**config.mk**
```make
export PLATFORM = sky130hd
export DESIGN_NAME = psq_cell
export DESIGN_NICKNAME = d
export VERILOG_FILES = /design/src/rtl/psq_pkg.sv /design/src/rtl/psq_cell.sv
export SDC_FILE = /design/constraint.sdc
export NUM_CORES = 1
export LEC_CHECK = 0
export BUFFER_PORTS_ARGS = -buffer_cell sky130_fd_sc_hd__buf_2
export CELL_PAD_IN_SITES_DETAIL_PLACEMENT = 0
export CELL_PAD_IN_SITES_GLOBAL_PLACEMENT = 1
export CORE_MARGIN = 2
export CORE_UTILIZATION = 34
export CTS_CLUSTER_SIZE = 20
export DETAILED_ROUTE_END_ITERATION = 10
export GPL_ROUTABILITY_DRIVEN = 0
export PLACE_DENSITY = 0.88
export SYNTH_ARGS = -nofsm -noshare
export SYNTH_HDL_FRONTEND = slang
export SYNTH_SLANG_ARGS = --single-unit
```
**constraint.sdc**
```tcl
create_clock -name clk -period 3.45 [get_ports clk]
set_input_delay 0.345 -clock clk [delete_from_list [all_inputs] [get_ports clk]]
set_output_delay 0.345 -clock clk [all_outputs]
set_load 0.005 [all_outputs]
```
**src/rtl/psq_pkg.sv**
```systemverilog
// ----------------------------------------------------------------------------
// psq_pkg
// shared types for the positional sequence store: request and status codes,
// controller states and the per-cell control word
// ----------------------------------------------------------------------------
package psq_pkg;

  typedef enum logic [2:0] {
    REQ_INSERT_AT     = 3'd0,
    REQ_INSERT_SORTED = 3'd1,
    REQ_ERASE_AT      = 3'd2,
    REQ_REMOVE_ALL    = 3'd3,
    REQ_GET           = 3'd4,
    REQ_SET           = 3'd5,
    REQ_FIND          = 3'd6
  } req_t;

  typedef enum logic [1:0] {
    ST_OK      = 2'd0,
    ST_RANGE   = 2'd1,
    ST_MISSING = 2'd2,
    ST_FULL    = 2'd3
  } status_t;

  typedef enum logic [1:0] {
    S_IDLE   = 2'd0,
    S_EXEC   = 2'd1,
    S_REMOVE = 2'd2,
    S_DONE   = 2'd3
  } state_t;

  typedef struct packed {
    logic load;
    logic from_left;
    logic from_right;
  } cell_ctl_t;

endpackage

```
**src/rtl/psq_cell.sv**
```systemverilog
// ----------------------------------------------------------------------------
// psq_cell
// one storage cell of the sequence chain: holds one element, loads a new
// value or takes a neighbor's element, and flags a compare hit
// ----------------------------------------------------------------------------
module psq_cell #(
  parameter int DATA_WIDTH = 32
) (
  input  logic                  clk,
  input  psq_pkg::cell_ctl_t    ctl,
  input  logic                  active,
  input  logic                  mode_ge,
  input  logic [DATA_WIDTH-1:0] key,
  input  logic [DATA_WIDTH-1:0] left_data,
  input  logic [DATA_WIDTH-1:0] right_data,
  output logic [DATA_WIDTH-1:0] data,
  output logic                  flag
);

  always_ff @(posedge clk) begin
    if (ctl.load) begin
      data <= key;
    end else if (ctl.from_left) begin
      data <= left_data;
    end else if (ctl.from_right) begin
      data <= right_data;
    end
  end

  // hit: equal for find and remove, not-less for sorted insert
  assign flag = active && (mode_ge ? (key <= data) : (key == data));

endmodule

```
==> results.json <==
{
  "crit_required_ns": 3.11,
  "power_density_nw_per_um2": 336,
  "die_h_um": 88.5,
  "timing_max_transition_violations_final": 0,
  "grt_pass1_wl_um": 9460,
  "synth-seq-area-share": 0.396,
  "row_count": 30,
  "finalSetupViolations": 0,
  "detailroute.via_count": 2272,
  "routed_via_density": 4.67,
  "ioPinCount": 135,
  "mappedNetlistNets": 390,
  "pwr-share-clk": 0.256,
  "largest_register": "data",
  "multi_input_gate_area_in_the_final_layout_um2": 1300,
  "synthDistinctLibCells": 26,
  "ys_ff_latch": 32,
  "drc": 0,
  "worst_ir_drop_vdd_uv": 175,
  "power.leakage_nw": 1.71,
  "place.port_buffers": 134,
  "sw_frac_of_total": 0.294,
  "min-delay-path-class": "in -> reg",
  "synth_area_um2": 2430,
  "hpwl_um": 5100,
  "vias_in_the_first_global_route": 2106,
  "grt_setup_unrepaired": "no",
  "groute.usage.overall": 0.157,
  "cts_max_path_buffers": 2,
  "post_route_hold_slack_ns": 0.349,
  "max-cap-violations": 0,
  "worst_slew_margin_rel": 0.535,
  "cts-hold-fix-buffers": 0,
  "setup-tns-final_ns": 0,
  "top_regs": "data (32)",
  "post-route-period-util": 0.716,
  "worst_setup_path_end_kind": "output pin",
  "area_growth_syn_to_layout_pct": 35.4,
  "drt-pass1-iter-count": 4,
  "grt_start_max_net_pins": 65,
  "power.sequential.fraction": 0.454,
  "antenna_violating_nets_post_route": 0,
  "combinationalPowerShare": 0.290,
  "cts_tree": "done",
  "total_switching_power_mw": 0.324,
  "period_minus_slack_ns": 2.47,
  "tightest_slew_ns": 0.697,
  "postRouteWirelength_um": 6250,
  "synthCells": 256,
  "hold_violations": 0,
  "power.internal_mw": 0.779,
  "postCtsSetupRepairBufs": 0,
  "ctsHtreeMaxLevel": 2,
  "netlist.top_cell.by_area": "sky130_fd_sc_hd__edfxtp_1",
  "critPathMaxFanout": 3,
  "coreArea_um2": 6870,
  "ctsRootBufferMaster": "sky130_fd_sc_hd__clkbuf_8",
  "detail_route.iter0.violations": 39,
  "clkTransAtPathRegs_ns": 0.07,
  "setup_crit_start_kind": "register",
  "status": "finished, final reports clean",
  "synth.avg_cell_area_um2": 9.49,
  "worst-setup-path-type": "reg -> out",
  "number_of_flip_flops_in_the_largest_register": 32,
  "cts_num_sinks": 32,
  "dieArea_um2": 7830,
  "sequential_cell_area_um2": 961,
  "yosys-top-cells-area": "sky130_fd_sc_hd__edfxtp_1 (40%), sky130_fd_sc_hd__ha_1 (16%), sky130_fd_sc_hd__mux2i_1 (13%), sky130_fd_sc_hd__o21ai_0 (7.6%), sky130_fd_sc_hd__nand2_1 (6.2%)",
  "post_drt_wl_per_cell_um": 12.9,
  "synth_top_area_share": 0.396,
  "global_route_congestion_overflow_total": 0,
  "die-width_um": 88.5,
  "fraction_of_final_layout_cells_sized_beyond_drive_strength_1": 0.369,
  "design.final.nets": 523,
  "nFillCells": 693,
  "insertedDiodeCount": 0,
  "cts-buffers-inserted": 5,
  "crit_arrival_ns": 2.12,
  "starting_utilization_of_the_core_area": 0.354,
  "max_freq_mhz": 405,
  "post_cts_resized": 0,
  "number_of_antenna_violations_at_the_first_check_in_global_routing": 0,
  "synth-warning-count": 0
}
-- placed cells by master, fill, tap and decap left out, types with 2 or more instances in the layout --
| cell type | count |
|---|---|
| sky130_fd_sc_hd__nor2b_1 | 2 |
| sky130_fd_sc_hd__clkbuf_1 | 2 |
| sky130_fd_sc_hd__edfxtp_1 | 32 |
| sky130_fd_sc_hd__nand2_1 | 40 |
| sky130_fd_sc_hd__a21oi_1 | 12 |
| sky130_fd_sc_hd__buf_2 | 134 |
| sky130_fd_sc_hd__ha_1 | 32 |
| sky130_fd_sc_hd__o21ai_0 | 37 |
| sky130_fd_sc_hd__nor2_1 | 2 |
| sky130_fd_sc_hd__clkbuf_8 | 5 |
| sky130_fd_sc_hd__nor4_1 | 2 |
| sky130_fd_sc_hd__buf_4 | 2 |
| sky130_fd_sc_hd__mux2i_1 | 32 |
| sky130_fd_sc_hd__inv_1 | 32 |
| sky130_fd_sc_hd__nand3_1 | 2 |
| sky130_fd_sc_hd__nand4_1 | 8 |
-- cell families after synthesis --
kind of cell             synth area share
adder cells (fa/ha/maj)             0.165
AND/OR/NAND/NOR                     0.111
flip-flops                          0.396
buffers and inverters              0.0685
multiplexers                        0.132
AO/OA/AOI/OAI                       0.128
-- power by group through the flow --
stage / Sequential (mW) / Clock [mW] / Combinational (mW)
floorplan: 0.515 / 0 / 0.165
global placement: 0.508 / 0 / 0.317
detailed placement: 0.510 / 0 / 0.325
CTS: 0.502 / 0.292 / 0.327
global route: 0.507 / 0.299 / 0.371
finish: 0.501 / 0.282 / 0.320
-- area by class of cell --
cell class / instances / area share
Timing Repair Buffer: 137 / 0.215
Inverter: 32 / 0.0365
Clock buffer: 7 / 0.0232
Multi-Input combinational cell: 181 / 0.396
Clock inverter: 1 / 0.00114
Tap cell: 96 / 0.0365
Sequential cell: 32 / 0.292
-- worst paths after layout --
path / startpoint / endpoint / slack (ns) / cells after the start
max: data[15] / flag / 0.98 / 8
min: key[0] / data[0] / 0.35 / 3
-- metal layers --
layer,up-vias,part of all wire,track usage
met5,-,0,0
met4,0,0.012,0.0455
met3,5,0.063,0.0289
met2,83,0.47,0.264
met1,1005,0.46,0.206
li1,1179,-,-
-- metrics by stage --
stage,power (mW),util,instances,worst slack (ns),instance area [um^2]
global route,1.18,0.479,486,0.847,3290
CTS,1.12,0.479,486,0.980,3290
finish,1.10,0.479,486,0.981,3290
detailed placement,0.835,0.467,478,1.20,3210
global placement,0.825,0.467,478,1.19,3210
floorplan,0.680,-,256,1.49,2430
-- critical path, cell delays in order, from the launching register on --
cell,delay (ns)
sky130_fd_sc_hd__edfxtp_1,0.34
sky130_fd_sc_hd__inv_1,0.04
sky130_fd_sc_hd__ha_1,0.31
sky130_fd_sc_hd__nand4_1,0.20
sky130_fd_sc_hd__nor4_1,0.38
sky130_fd_sc_hd__a21boi_0,0.23
sky130_fd_sc_hd__o31a_1,0.15
sky130_fd_sc_hd__o21ai_2,0.05
sky130_fd_sc_hd__buf_2,0.13
-- synth_stat cells --
cell type,count
sky130_fd_sc_hd__a211oi_1,1
sky130_fd_sc_hd__a21boi_0,1
sky130_fd_sc_hd__a21o_1,1
sky130_fd_sc_hd__a21oi_1,12
sky130_fd_sc_hd__a21oi_2,1
sky130_fd_sc_hd__a221o_1,1
sky130_fd_sc_hd__and4_1,1
sky130_fd_sc_hd__buf_2,4
sky130_fd_sc_hd__clkbuf_1,7
sky130_fd_sc_hd__edfxtp_1,32
sky130_fd_sc_hd__ha_1,32
sky130_fd_sc_hd__inv_1,32
sky130_fd_sc_hd__mux2i_1,32
sky130_fd_sc_hd__nand2_1,40
sky130_fd_sc_hd__nand2b_1,1
sky130_fd_sc_hd__nand3_1,2
sky130_fd_sc_hd__nand4_1,8
sky130_fd_sc_hd__nor2_1,2
sky130_fd_sc_hd__nor2b_1,2
sky130_fd_sc_hd__nor3_1,1
sky130_fd_sc_hd__nor4_1,2
sky130_fd_sc_hd__o211ai_1,1
sky130_fd_sc_hd__o21ai_0,37
sky130_fd_sc_hd__o21ai_2,1
sky130_fd_sc_hd__o31a_1,1
sky130_fd_sc_hd__or3_1,1
Note: power is estimated with default switching activity, not from simulation.
